==> config.mk <==
export PLATFORM = sky130hd
export DESIGN_NAME = gate_motion_safety_controller
export DESIGN_NICKNAME = d
export VERILOG_FILES = /design/src/gmsc_pkg.sv /design/src/gate_motion_safety_controller.sv
export SDC_FILE = /design/constraint.sdc
export NUM_CORES = 1
export LEC_CHECK = 0
export ABC_AREA = 1
export BUFFER_PORTS_ARGS = -buffer_cell sky130_fd_sc_hd__buf_2
export CORE_UTILIZATION = 65
export DETAILED_ROUTE_END_ITERATION = 16
export PLACE_DENSITY_LB_ADDON = 0.05
export SLEW_MARGIN = 5
export SYNTH_ARGS = -nofsm -noshare
export SYNTH_HDL_FRONTEND = slang
export SYNTH_SLANG_ARGS = --single-unit
export TNS_END_PERCENT = 20
==> constraint.sdc <==
create_clock -name clk -period 25.9 [get_ports clk]
set_input_delay 2.59 -clock clk [delete_from_list [all_inputs] [get_ports clk]]
set_output_delay 2.59 -clock clk [all_outputs]
set_load 0.1 [all_outputs]
==> src/gmsc_pkg.sv <==
// Shared types and constants for the gate motion safety controller.
package gmsc_pkg;

  // Gate status codes reported on the result channel.
  typedef enum logic [2:0] {
    ST_CLOSED   = 3'd0,
    ST_OPENING  = 3'd1,
    ST_OPEN     = 3'd2,
    ST_CLOSING  = 3'd3,
    ST_STOPPED  = 3'd4,
    ST_REOPEN   = 3'd5
  } gate_status_t;

  // Operator command codes.
  localparam logic [1:0] CMD_OPEN  = 2'd1;
  localparam logic [1:0] CMD_CLOSE = 2'd2;

  // Configuration register indexes.
  localparam logic [2:0] CFG_HOLD_OPEN   = 3'd0;
  localparam logic [2:0] CFG_DEBOUNCE    = 3'd1;
  localparam logic [2:0] CFG_OPEN_STEP   = 3'd2;
  localparam logic [2:0] CFG_BUZZER      = 3'd3;
  localparam logic [2:0] CFG_SAFETY_STEP = 3'd4;
  localparam logic [2:0] CFG_OBSTRUCTION = 3'd5;

  // Configuration reset values.
  localparam logic [15:0] RST_HOLD_OPEN   = 16'd5000;
  localparam logic [9:0]  RST_DEBOUNCE    = 10'd200;
  localparam logic [7:0]  RST_OPEN_STEP   = 8'd20;
  localparam logic [15:0] RST_BUZZER      = 16'd1000;
  localparam logic [7:0]  RST_SAFETY_STEP = 8'd20;
  localparam logic [8:0]  RST_OBSTRUCTION = 9'd20;

  // Closing step delay is CLOSE_BASE_MS - floor(pot * 50 / POT_FULL).
  localparam logic [5:0]  CLOSE_BASE_MS = 6'd60;
  localparam logic [12:0] POT_FULL      = 13'd4095;

endpackage

==> src/gate_motion_safety_controller.sv <==
// Top level of the gate motion safety controller: one millisecond tick per beat.
//
//  Channel | Direction | Handshake            | Payload
//  --------+-----------+----------------------+------------------------------------------
//  in_     | input     | in_valid / in_stall  | pir_motion, button_level, pot_level,
//          |           |                      | distance_cm, cmd
//  out_    | output    | out_valid / out_stall| servo_angle, buzzer_on, red_lamp,
//          |           |                      | gate_status, manual_active
//  cfg_    | input     | cfg_valid / cfg_ready| cfg_index (3), cfg_data (16)
//
// One tick beat is accepted every cycle while the input channel is not stalled; a beat
// taken into the input register has its result loaded into the result register when it moves on.
// The whole tick update is a single combinational pass from the input register.
// Reset is synchronous on rst_n low; it loads the gate state and register defaults.
// A stalled result holds the result register, which then stalls the input register
// and the input channel; the configuration port never stalls.
module gate_motion_safety_controller
  import gmsc_pkg::*;
#(
  parameter int OPEN_ANGLE = 90
) (
  input  logic        clk,
  input  logic        rst_n,

  input  logic        in_valid,
  output logic        in_stall,
  input  logic        in_pir_motion,
  input  logic        in_button_level,
  input  logic [11:0] in_pot_level,
  input  logic [8:0]  in_distance_cm,
  input  logic [1:0]  in_cmd,

  output logic        out_valid,
  input  logic        out_stall,
  output logic [6:0]  out_servo_angle,
  output logic        out_buzzer_on,
  output logic        out_red_lamp,
  output logic [2:0]  out_gate_status,
  output logic        out_manual_active,

  input  logic        cfg_valid,
  output logic        cfg_ready,
  input  logic [2:0]  cfg_index,
  input  logic [15:0] cfg_data
);

  // Angle register is wide enough for OPEN_ANGLE and for the 7-bit output.
  localparam int AngBits = $clog2(OPEN_ANGLE + 1);
  localparam int AW      = (AngBits > 7) ? AngBits : 7;
  localparam logic [AW-1:0] OpenAng = AW'(OPEN_ANGLE);

  // Configuration registers.
  logic [15:0] hold_open_r;
  logic [9:0]  debounce_r;
  logic [7:0]  open_step_r;
  logic [15:0] buzzer_ms_r;
  logic [7:0]  safety_step_r;
  logic [8:0]  obstruction_r;

  // Input register stage.
  logic        s1_valid_r;
  logic        pir_r;
  logic        button_r;
  logic [11:0] pot_r;
  logic [8:0]  dist_r;
  logic [1:0]  cmd_r;
  logic        s1_adv;

  // Gate state.
  logic [31:0] now_r, now_nxt;
  logic [31:0] last_press_r, last_press_nxt;
  logic [31:0] idle_since_r, idle_since_nxt;
  logic [31:0] open_move_r, open_move_nxt;
  logic [31:0] close_move_r, close_move_nxt;
  logic [31:0] alarm_start_r, alarm_start_nxt;
  logic [31:0] reopen_move_r, reopen_move_nxt;
  logic [AW-1:0] angle_r, angle_nxt;
  logic        manual_r, manual_nxt;
  logic        prev_button_r, prev_button_nxt;
  logic        is_open_r, is_open_nxt;
  logic        opening_r, opening_nxt;
  logic        closing_r, closing_nxt;
  logic        safety_r, safety_nxt;
  logic        reopen_r, reopen_nxt;
  logic        lamp_r, lamp_nxt;
  logic        buzzer_r, buzzer_nxt;
  gate_status_t status_nxt;

  // Result register.
  logic          out_valid_r;
  logic [6:0]    servo_angle_r;
  logic          buzzer_on_r;
  logic          red_lamp_r;
  gate_status_t  gate_status_r;
  logic          manual_active_r;

  // Closing step delay from the potentiometer.
  logic [17:0] pot_x50;
  logic [5:0]  quo_est;
  logic [12:0] quo_rem;
  logic [5:0]  quo;
  logic [5:0]  close_delay;

  logic        obstructed;
  logic        path_clear;

  // Handshakes: the input register moves on when the result register is free.
  assign s1_adv    = !out_valid_r || !out_stall;
  assign in_stall  = s1_valid_r && !s1_adv;
  assign cfg_ready = 1'b1;

  // floor(pot*50/4095): estimate with a shift, then one correction step.
  always_comb begin
    pot_x50     = {1'b0, pot_r, 5'b0} + {2'b0, pot_r, 4'b0} + {5'b0, pot_r, 1'b0};
    quo_est     = pot_x50[17:12];
    quo_rem     = {1'b0, pot_x50[11:0]} + {7'b0, quo_est};
    quo         = (quo_rem >= POT_FULL) ? quo_est + 6'd1 : quo_est;
    close_delay = CLOSE_BASE_MS - quo;
  end

  assign obstructed = (dist_r != 9'd0) && (dist_r < obstruction_r);
  assign path_clear = (dist_r >= obstruction_r);

  // Tick update, in the order button, opening, closing, buzzer, reopening,
  // automatic control, manual command.
  always_comb begin
    now_nxt         = now_r + 32'd1;
    last_press_nxt  = last_press_r;
    idle_since_nxt  = idle_since_r;
    open_move_nxt   = open_move_r;
    close_move_nxt  = close_move_r;
    alarm_start_nxt = alarm_start_r;
    reopen_move_nxt = reopen_move_r;
    angle_nxt       = angle_r;
    manual_nxt      = manual_r;
    is_open_nxt     = is_open_r;
    opening_nxt     = opening_r;
    closing_nxt     = closing_r;
    safety_nxt      = safety_r;
    reopen_nxt      = reopen_r;
    lamp_nxt        = lamp_r;
    buzzer_nxt      = buzzer_r;

    // Mode button: a debounced falling edge toggles the mode.
    if (!button_r && prev_button_r &&
        ((now_nxt - last_press_r) >= {22'b0, debounce_r})) begin
      last_press_nxt = now_nxt;
      manual_nxt     = !manual_r;
      idle_since_nxt = 32'd0;
      if (!manual_r) begin
        lamp_nxt = 1'b0;
      end
    end
    prev_button_nxt = button_r;

    // Opening steps one degree per open step time.
    if (opening_nxt && ((now_nxt - open_move_nxt) >= {24'b0, open_step_r})) begin
      open_move_nxt = now_nxt;
      if (angle_nxt < OpenAng) begin
        angle_nxt = angle_nxt + AW'(1);
      end else begin
        opening_nxt = 1'b0;
        is_open_nxt = 1'b1;
      end
    end

    // Closing steps down, or stops on an obstruction.
    if (closing_nxt && ((now_nxt - close_move_nxt) >= {26'b0, close_delay})) begin
      close_move_nxt = now_nxt;
      if (obstructed) begin
        closing_nxt     = 1'b0;
        safety_nxt      = 1'b1;
        buzzer_nxt      = 1'b1;
        alarm_start_nxt = now_nxt;
      end else if (angle_nxt != '0) begin
        angle_nxt = angle_nxt - AW'(1);
      end else begin
        closing_nxt = 1'b0;
        is_open_nxt = 1'b0;
        angle_nxt   = '0;
      end
    end

    // Buzzer timeout starts the safety reopening.
    if (safety_nxt && !reopen_nxt &&
        ((now_nxt - alarm_start_nxt) >= {16'b0, buzzer_ms_r})) begin
      buzzer_nxt      = 1'b0;
      reopen_nxt      = 1'b1;
      reopen_move_nxt = now_nxt;
    end

    // Safety reopening steps up until fully open.
    if (reopen_nxt && ((now_nxt - reopen_move_nxt) >= {24'b0, safety_step_r})) begin
      reopen_move_nxt = now_nxt;
      if (angle_nxt < OpenAng) begin
        angle_nxt = angle_nxt + AW'(1);
      end else begin
        reopen_nxt     = 1'b0;
        safety_nxt     = 1'b0;
        is_open_nxt    = 1'b1;
        angle_nxt      = OpenAng;
        idle_since_nxt = 32'd0;
      end
    end

    // Automatic control: motion opens, a hold timer closes on a clear path.
    if (!manual_nxt && !safety_nxt) begin
      if (pir_r) begin
        lamp_nxt       = 1'b1;
        idle_since_nxt = 32'd0;
        if (!is_open_nxt && !opening_nxt) begin
          opening_nxt   = 1'b1;
          open_move_nxt = now_nxt;
        end
      end else begin
        lamp_nxt = 1'b0;
        if (is_open_nxt && !closing_nxt) begin
          if (idle_since_nxt == 32'd0) begin
            idle_since_nxt = now_nxt;
          end
          if ((now_nxt - idle_since_nxt) >= {16'b0, hold_open_r}) begin
            if (path_clear) begin
              idle_since_nxt = 32'd0;
              closing_nxt    = 1'b1;
              angle_nxt      = OpenAng;
              close_move_nxt = now_nxt;
            end else begin
              idle_since_nxt = now_nxt;
            end
          end
        end
      end
    end

    // Manual command.
    if (manual_nxt) begin
      if (cmd_r == CMD_OPEN) begin
        if (!is_open_nxt && !opening_nxt) begin
          opening_nxt   = 1'b1;
          open_move_nxt = now_nxt;
        end
      end else if (cmd_r == CMD_CLOSE) begin
        if (is_open_nxt && !closing_nxt) begin
          closing_nxt    = 1'b1;
          angle_nxt      = OpenAng;
          close_move_nxt = now_nxt;
        end
      end
    end

    // Reported status, safety first.
    if (reopen_nxt) begin
      status_nxt = ST_REOPEN;
    end else if (safety_nxt) begin
      status_nxt = ST_STOPPED;
    end else if (opening_nxt) begin
      status_nxt = ST_OPENING;
    end else if (closing_nxt) begin
      status_nxt = ST_CLOSING;
    end else if (is_open_nxt) begin
      status_nxt = ST_OPEN;
    end else begin
      status_nxt = ST_CLOSED;
    end
  end

  // Configuration register writes.
  always_ff @(posedge clk) begin
    if (!rst_n) begin
      hold_open_r   <= RST_HOLD_OPEN;
      debounce_r    <= RST_DEBOUNCE;
      open_step_r   <= RST_OPEN_STEP;
      buzzer_ms_r   <= RST_BUZZER;
      safety_step_r <= RST_SAFETY_STEP;
      obstruction_r <= RST_OBSTRUCTION;
    end else if (cfg_valid && cfg_ready) begin
      case (cfg_index)
        CFG_HOLD_OPEN:   hold_open_r   <= cfg_data;
        CFG_DEBOUNCE:    debounce_r    <= cfg_data[9:0];
        CFG_OPEN_STEP:   open_step_r   <= cfg_data[7:0];
        CFG_BUZZER:      buzzer_ms_r   <= cfg_data;
        CFG_SAFETY_STEP: safety_step_r <= cfg_data[7:0];
        CFG_OBSTRUCTION: obstruction_r <= cfg_data[8:0];
        default: ;
      endcase
    end
  end

  // Input register: takes a beat whenever it is empty or moving on.
  always_ff @(posedge clk) begin
    if (!rst_n) begin
      s1_valid_r <= 1'b0;
    end else if (!in_stall) begin
      s1_valid_r <= in_valid;
    end
  end

  always_ff @(posedge clk) begin
    if (!in_stall && in_valid) begin
      pir_r    <= in_pir_motion;
      button_r <= in_button_level;
      pot_r    <= in_pot_level;
      dist_r   <= in_distance_cm;
      cmd_r    <= in_cmd;
    end
  end

  // Gate state advances once per tick that enters the result register.
  always_ff @(posedge clk) begin
    if (!rst_n) begin
      now_r         <= 32'd0;
      last_press_r  <= 32'd0;
      idle_since_r  <= 32'd0;
      open_move_r   <= 32'd0;
      close_move_r  <= 32'd0;
      alarm_start_r <= 32'd0;
      reopen_move_r <= 32'd0;
      angle_r       <= '0;
      manual_r      <= 1'b0;
      prev_button_r <= 1'b1;
      is_open_r     <= 1'b0;
      opening_r     <= 1'b0;
      closing_r     <= 1'b0;
      safety_r      <= 1'b0;
      reopen_r      <= 1'b0;
      lamp_r        <= 1'b0;
      buzzer_r      <= 1'b0;
    end else if (s1_valid_r && s1_adv) begin
      now_r         <= now_nxt;
      last_press_r  <= last_press_nxt;
      idle_since_r  <= idle_since_nxt;
      open_move_r   <= open_move_nxt;
      close_move_r  <= close_move_nxt;
      alarm_start_r <= alarm_start_nxt;
      reopen_move_r <= reopen_move_nxt;
      angle_r       <= angle_nxt;
      manual_r      <= manual_nxt;
      prev_button_r <= prev_button_nxt;
      is_open_r     <= is_open_nxt;
      opening_r     <= opening_nxt;
      closing_r     <= closing_nxt;
      safety_r      <= safety_nxt;
      reopen_r      <= reopen_nxt;
      lamp_r        <= lamp_nxt;
      buzzer_r      <= buzzer_nxt;
    end
  end

  // Result register.
  always_ff @(posedge clk) begin
    if (!rst_n) begin
      out_valid_r <= 1'b0;
    end else if (s1_adv) begin
      out_valid_r <= s1_valid_r;
    end
  end

  always_ff @(posedge clk) begin
    if (s1_valid_r && s1_adv) begin
      servo_angle_r   <= angle_nxt[6:0];
      buzzer_on_r     <= buzzer_nxt;
      red_lamp_r      <= lamp_nxt;
      gate_status_r   <= status_nxt;
      manual_active_r <= manual_nxt;
    end
  end

  assign out_valid         = out_valid_r;
  assign out_servo_angle   = servo_angle_r;
  assign out_buzzer_on     = buzzer_on_r;
  assign out_red_lamp      = red_lamp_r;
  assign out_gate_status   = gate_status_r;
  assign out_manual_active = manual_active_r;

endmodule

# ---- Word-level counts from Yosys, hierarchy flattened
# Cells that the tools add are included.
# Widths: inputs -> output; s select.
dict set report classes {
  addsub 15
  n_mul 0
  n_div 0
  n_lt_le_gt_ge 11
  eq_ne 7
  shift 0
  muxes 96
  bitwise 0
  reduce_logical 44
}
# operator n
set op_table {}
lappend op_table {{$mux 32} 33}
lappend op_table {{$sub 32x32->32} 6}
lappend op_table {{$mux 7} 16}
lappend op_table {{$ge 32x16->1} 2}
lappend op_table {{$ge 32x8->1} 2}
lappend op_table {{$mux 1} 44}
lappend op_table {{$add 32x1->32 const B} 1}
lappend op_table {{$ge 32x10->1} 1}
lappend op_table {{$ge 32x6->1} 1}
lappend op_table {{$logic_not 32->1} 1}
lappend op_table {{$add 17x16->18} 1}
lappend op_table {{$add 18x13->18} 1}
lappend op_table {{$logic_and 1x1->1} 16}
lappend op_table {{$add 7x1->7 const B} 2}
lappend op_table {{$logic_not 1->1} 14}
lappend op_table {{$lt 7x7->1 const B} 2}
lappend op_table {{$reduce_and 2->1} 7}
lappend op_table {{$add 12x6->13} 1}
lappend op_table {{$ge 13x12->1 const B} 1}
lappend op_table {{$ge 9x9->1} 1}
lappend op_table {{$lt 9x9->1} 1}
lappend op_table {{$reduce_bool 9->1} 1}
lappend op_table {{$reduce_bool 7->1} 1}
lappend op_table {{$sub 7x1->7 const B} 1}
lappend op_table {{13 further kinds} 16}
dict set report word_totals {
  ff_bits 347
  latch_bits 0
  ram_bits 0
  rom_bits 0
  in_bits 49
  out_inout_bits 16
  word_cells 210
  memories 0
}

# ---- Depth between registers and ports, before layout
dict set report depth {
  ltp_word 37
  mapped_depth 141
  depth_no_buf 137
}

# ---- Worst setup path before layout
# No wires, ideal clock.
dict set report synth_path {
  path_type {flip-flop to flip-flop}
  from {register pot_r[1]}
  to {register gate_status_r[0] (netlist: out_gate_status[0]), data pin}
  setup_ps 257
  arrival_ps 17362
  required_time_ps 25643
  slack_ps 8282
  stages_incl_launch_ff 132
  n_path_buf 6
  period_less_slack_ps 17618
  path_cell_list {edfxtp_1 fa_1 ha_1 inv_1 fa_1 o31ai_1 a21oi_1 nor2_1 nor2_1 o21ai_0 a21o_1 a21oi_1 xor2_1 ha_1 a21oi_1 inv_1 a31oi_1 nor2_1 (+96 left out) nand3_1 nand2_1 nand2_1 nand2_1 nand2_1 nand2_1 inv_1 o31ai_1 nor2_1 nor2_1 nand4_1 nor2_1 nand3_4 nand2_4 buf_4 inv_2 nor3_1 o21ai_1}
}
dict set report synth_between {
  elab_chain_cells 37
  word_cells_on_any_way 67
  classes_between {8 x add/sub; 6 x order compare; 38 x mux; 15 x reduce/logical}
}
# element line_no
set synth_lines {}
lappend synth_lines {{start: declaration} gate_motion_safety_controller.sv:64} ;# logic [11:0] pot_r;
lappend synth_lines {{start signal: assignment} gate_motion_safety_controller.sv:302} ;# pot_r <= in_pot_level;
lappend synth_lines {{$add 17x16->18} gate_motion_safety_controller.sv:114} ;# pot_x50 = {1'b0, pot_r, 5'b0} + {2'b0, pot_r, 4'b0} + {5'b0, pot_r, 1'b0};
lappend synth_lines {{$add 18x13->18 (*)} gate_motion_safety_controller.sv:114}
lappend synth_lines {{$add 12x6->13} gate_motion_safety_controller.sv:116} ;# quo_rem = {1'b0, pot_x50[11:0]} + {7'b0, quo_est};
lappend synth_lines {{$ge 13x12->1} gate_motion_safety_controller.sv:117} ;# quo = (quo_rem >= POT_FULL) ? quo_est + 6'd1 : quo_est;
lappend synth_lines {{$mux 6 (*)} gate_motion_safety_controller.sv:117}
lappend synth_lines {{$sub 6x6->6 (*)} gate_motion_safety_controller.sv:118} ;# close_delay = CLOSE_BASE_MS - quo;
lappend synth_lines {{$ge 32x6->1 (*)} gate_motion_safety_controller.sv:168} ;# if (closing_nxt && ((now_nxt - close_move_nxt) >= {26'b0, close_delay})) begin
lappend synth_lines {{$logic_and 1x1->1 (*)} gate_motion_safety_controller.sv:168}
lappend synth_lines {{(+1 left out)} -}
lappend synth_lines {{net alarm_start_nxt[0]} gate_motion_safety_controller.sv:75} ;# logic [31:0] alarm_start_r, alarm_start_nxt;
lappend synth_lines {{(+20 left out)} -}
lappend synth_lines {{$logic_and 1x1->1} gate_motion_safety_controller.sv:243} ;# if (is_open_nxt && !closing_nxt) begin
lappend synth_lines {{$mux 1} gate_motion_safety_controller.sv:243}
lappend synth_lines {{$mux 1} gate_motion_safety_controller.sv:242} ;# end else if (cmd_r == CMD_CLOSE) begin
lappend synth_lines {{$mux 1} gate_motion_safety_controller.sv:237} ;# if (cmd_r == CMD_OPEN) begin
lappend synth_lines {{$mux 1} gate_motion_safety_controller.sv:236} ;# if (manual_nxt) begin
lappend synth_lines {{$mux 2} gate_motion_safety_controller.sv:258} ;# end else if (closing_nxt) begin
lappend synth_lines {{$mux 1} gate_motion_safety_controller.sv:256} ;# end else if (opening_nxt) begin
lappend synth_lines {{$mux 1} gate_motion_safety_controller.sv:254} ;# end else if (safety_nxt) begin
lappend synth_lines {{end signal: assignment} gate_motion_safety_controller.sv:363} ;# gate_status_r <= status_nxt;
lappend synth_lines {{end: declaration} gate_motion_safety_controller.sv:94} ;# gate_status_t gate_status_r;
# Mark *: on every way through the listed nets, which the timed path passes. The rest lies on a longest branch. The select of a mux whose other input is x is not followed.
# A chain may end at the register's enable or synchronous reset.

# ---- Worst setup path after layout
dict set report layout_path {
  from {register pot_r[1]}
  to {register angle_r[5]}
}
dict set report layout_between {
  elab_chain_cells 34
  word_cells_on_any_way 60
  classes_between {9 x add/sub; 6 x order compare; 34 x mux; 11 x reduce/logical}
}
# element line_no
set layout_lines {}
lappend layout_lines {{$add 17x16->18} gate_motion_safety_controller.sv:114}
lappend layout_lines {{$add 18x13->18 (*)} gate_motion_safety_controller.sv:114}
lappend layout_lines {{$add 12x6->13} gate_motion_safety_controller.sv:116}
lappend layout_lines {{$ge 13x12->1} gate_motion_safety_controller.sv:117}
lappend layout_lines {{$mux 6 (*)} gate_motion_safety_controller.sv:117}
lappend layout_lines {{$sub 6x6->6 (*)} gate_motion_safety_controller.sv:118}
lappend layout_lines {{$ge 32x6->1 (*)} gate_motion_safety_controller.sv:168}
lappend layout_lines {{$logic_and 1x1->1 (*)} gate_motion_safety_controller.sv:168}
lappend layout_lines {{(+18 left out)} -}
lappend layout_lines {{$mux 1} gate_motion_safety_controller.sv:208} ;# if (pir_r) begin
lappend layout_lines {{$mux 1} gate_motion_safety_controller.sv:207} ;# if (!manual_nxt && !safety_nxt) begin
lappend layout_lines {{$logic_not 1->1} gate_motion_safety_controller.sv:243}
lappend layout_lines {{$logic_and 1x1->1} gate_motion_safety_controller.sv:243}
lappend layout_lines {{$mux 7} gate_motion_safety_controller.sv:243}
lappend layout_lines {{$mux 7} gate_motion_safety_controller.sv:242}
lappend layout_lines {{$mux 7} gate_motion_safety_controller.sv:237}
lappend layout_lines {{$mux 7 (*)} gate_motion_safety_controller.sv:236}
lappend layout_lines {{end signal: assignment} gate_motion_safety_controller.sv:336} ;# angle_r <= angle_nxt;
lappend layout_lines {{end: declaration} gate_motion_safety_controller.sv:77} ;# logic [AW-1:0] angle_r, angle_nxt;
# Every way passes the cells marked *; elsewhere a longest branch is shown, timed or not. The select of a mux whose other input is x is not followed.

==> impl_metrics.csv <==
group,metric,value,unit
critical_path,path_max_fanout,63,
clock_tree,clk_latency,0.59,ns
cells_and_area,mostFrequentLayoutCell,"nand2_1",
cells_and_area,drive_above_1_share,5.17,%
clock_tree,tritoncts.num_buffers,42,
synthesis,synthDistinctLibCells,60,
clock_tree,htreeDepth,2,
critical_path,worstSetupPathType,"reg -> reg",
synthesis,syn_avg_cell_area,6.22,um^2
sta,period_needed,22.83,ns
die,fp.dieArea,49500,um^2
cells_and_area,fillers,4394,
grt,antenna_found_initial,6,
place,post-place-ws,3.74,ns
sta,rsz0062_at_grt,"false",
critical_path,worst_setup_path_end_kind,"register",
drt,drc,0,
clock_tree,clock_path_buffers,3,
synthesis,synth-warning-count,0,
place,dp_cells,5659,
cells_and_area,area_delta_synth_final,7.76,%
clock_tree,clkSinkCount,347,
sta,timing.fmax,43.8,MHz
job,maxCapViolCount,0,
synthesis,syn_inst,5078,
synthesis,synth-seq-cells,347,
critical_path,path_buf_inv,13,
critical_path,crit_top_cell,"nand2_1",
sta,tightest_slew,1.28,ns
place,portBuffers,63,
sta,tns,0,ns
die,ioPinCount,65,
critical_path,crit_path_max_incr_delay,0.55,ns
die,std_cell_rows,80,
clock_tree,post_cts_buffers,0,
drt,vias,34000,
die,start_util,66.1,%
drt,drt_iter0_drc,4072,
sta,slew_violations,0,
drt,vias_per_cell,5.92,
clock_tree,cts_tree,"built",
grt,grt_max_degree,90,
power_and_ir_drop,ir_worst_vdd,68.1,uV
die,core,47800,um^2
drt,routed_wl,109000,um
synthesis,synth_fp_nets,5430,
cells_and_area,fin_nets,5440,
sta,hold_viol,0,
power_and_ir_drop,leakagePower,0.0171,uW
sta,fin_crit_sh,88.2,%
sta,clock_skew,0.0282,ns
cells_and_area,layout_common_cells,"1,250 x nand2_1, 803 x inv_1, 554 x a21oi_1",
die,die_y,223,um
cells_and_area,ff_latch_area,7330,um^2
place,gp_congestion,1.04,
synthesis,synth_area,31600,um^2
grt,overflow,0,
grt,grt_pass1_vias,30600,
drt,first_pass_iters,6,
critical_path,critPathTopFamily,"simple AND/OR/NAND/NOR gates",
clock_tree,clk_pin_slew,0.06,ns
cells_and_area,multi_input_area,20500,um^2
clock_tree,hold_buffers,0,
critical_path,worstPathRequired,26.40,ns
sta,slew_headroom,14.0,%
drt,drtAntennaViolNets,0,
run_status,status,"finished, final reports clean",
synthesis,yosysSeqAreaShare,23.2,%
die,fp.dieW,223,um
critical_path,crit_slowest_cell,"fa_1",
cells_and_area,fin_cells,5740,
sta,worst_slack,3.07,ns
place,dpl.hpwl,79900,um
clock_tree,cts_resized,0,
clock_tree,cts-root-buf,"clkbuf_16",
sta,setup_viol,0,
grt,grt_pass1_wl,167000,um
critical_path,start_kind,"register",
critical_path,worstPathArrival,23.33,ns
power_and_ir_drop,cellPowerDensity,68.9,nW/um^2
drt,routedWlPerCell,19.0,um
grt,grt_usage,43.1,%
hold_path,hold_class,"reg -> reg",
-- through the flow --
step	utilization (%)	power (uW)	cell area [um^2]	hold slack [ns]
after detailed placement	68.0	1670	32600	0.452
after floorplan	-	1410	31600	0.435
after global routing	71.2	2500	34000	0.471
after CTS	71.2	2320	34000	0.461
after global placement	68.0	1650	32600	0.447
final	71.2	2350	34100	0.459
-- kinds of logic after synthesis --
kind of cell / synth area share, %
AND/OR/NAND/NOR: 26.7
AO/OA/AOI/OAI: 21.2
buffers and inverters: 11.9
flip-flops: 23.2
adder cells (fa/ha/maj): 12.4
XOR/XNOR: 4.60
other: 0.0119
-- tightest hold or removal path: stages, from the launching register on --
cell,delay (ns)
dfxtp_1,0.30
inv_1,0.06
a21oi_1,0.05
-- final cells by class --
class                   instances  area share [%]
repair buffers                132            2.47
multi-input cells            3742            60.3
inverters                     823            9.08
flip-flops and latches        347            21.5
diodes                          4          0.0294
clock buffers                  59            3.58
clock inverters                18           0.808
well taps                     615            2.26
-- cell usage after synthesis, drive strengths merged --
| library cell | instances | area, um^2 |
|---|---|---|
| inv | 821 | 3080 |
| conb | 1 | 3.75 |
| xor2 | 119 | 1040 |
| nand3 | 211 | 1100 |
| a41oi | 1 | 8.76 |
| and2 | 11 | 68.8 |
| or2 | 8 | 50.1 |
| nor2b | 1 | 6.26 |
| and3 | 2 | 12.5 |
| nand3b | 11 | 82.6 |
| o41ai | 8 | 70.1 |
| nor3b | 3 | 22.5 |
| o2111ai | 4 | 35.0 |
| edfxtp | 38 | 1140 |
| clkbuf | 129 | 484 |
| o31ai | 4 | 30.0 |
| nor2 | 405 | 1600 |
| o21a | 10 | 75.1 |
| ha | 287 | 3590 |
| a21oi | 555 | 2780 |
| o21bai | 24 | 180 |
| nand4 | 56 | 365 |
| or3 | 1 | 6.26 |
| o22ai | 1 | 6.26 |
| a221oi | 13 | 114 |
| a2111oi | 1 | 8.76 |
| o211ai | 64 | 480 |
| dfxtp | 309 | 6190 |
| o211a | 1 | 10.0 |
| nand2 | 1266 | 4810 |
| clkinv | 2 | 7.51 |
| fa | 16 | 320 |
| xnor2 | 47 | 412 |
| o21ai | 495 | 2480 |
| a31oi | 13 | 81.3 |
| nor4b | 1 | 8.76 |
| buf | 37 | 188 |
| a211oi | 17 | 128 |
| nor4 | 7 | 43.8 |
| a21o | 14 | 105 |
| o221ai | 5 | 43.8 |
| nor3 | 49 | 255 |
| a21boi | 10 | 75.1 |
-- per-layer routing --
metal | global-route usage, % | share of wire (%)
met1 | 54.6 | 39
met2 | 65.4 | 42
met3 | 10.1 | 12
met4 | 27.6 | 7.0
met5 | 1.37 | 0.12
-- where the power goes --
group	total, uW	switching (uW)	internal (uW)
clock network	649	251	398
logic	1100	726	370
registers	599	20.6	579
total	2350	998	1350
-- final timing paths --
kind	cells past startpoint	slack (ns)	endpoint	startpoint
max	126	3.07	angle_r[5]$_SDFFE_PN0P_	pot_r[1]$_DFFE_PP_
min	2	0.46	open_move_r[28]$_SDFFE_PN0P_	open_move_r[28]$_SDFFE_PN0P_
max reg2reg	126	3.07	angle_r[5]$_SDFFE_PN0P_	pot_r[1]$_DFFE_PP_
min reg2reg	2	0.46	open_move_r[28]$_SDFFE_PN0P_	open_move_r[28]$_SDFFE_PN0P_
-- state kept, by name, indices dropped and copies added, names as in the netlist, 2 cells and up --
name and cells:
alarm_start_r 32, close_move_r 32, idle_since_r 32, last_press_r 32
now_r 32, open_move_r 32, reopen_move_r 32, buzzer_ms_r 16
hold_open_r 16, pot_r 12, debounce_r 10, dist_r 9
obstruction_r 9, open_step_r 8, safety_step_r 8, angle_r 7
out_servo_angle 7, out_gate_status 3, cmd_r 2
No activity file was read; power rests on OpenSTA's default activity.
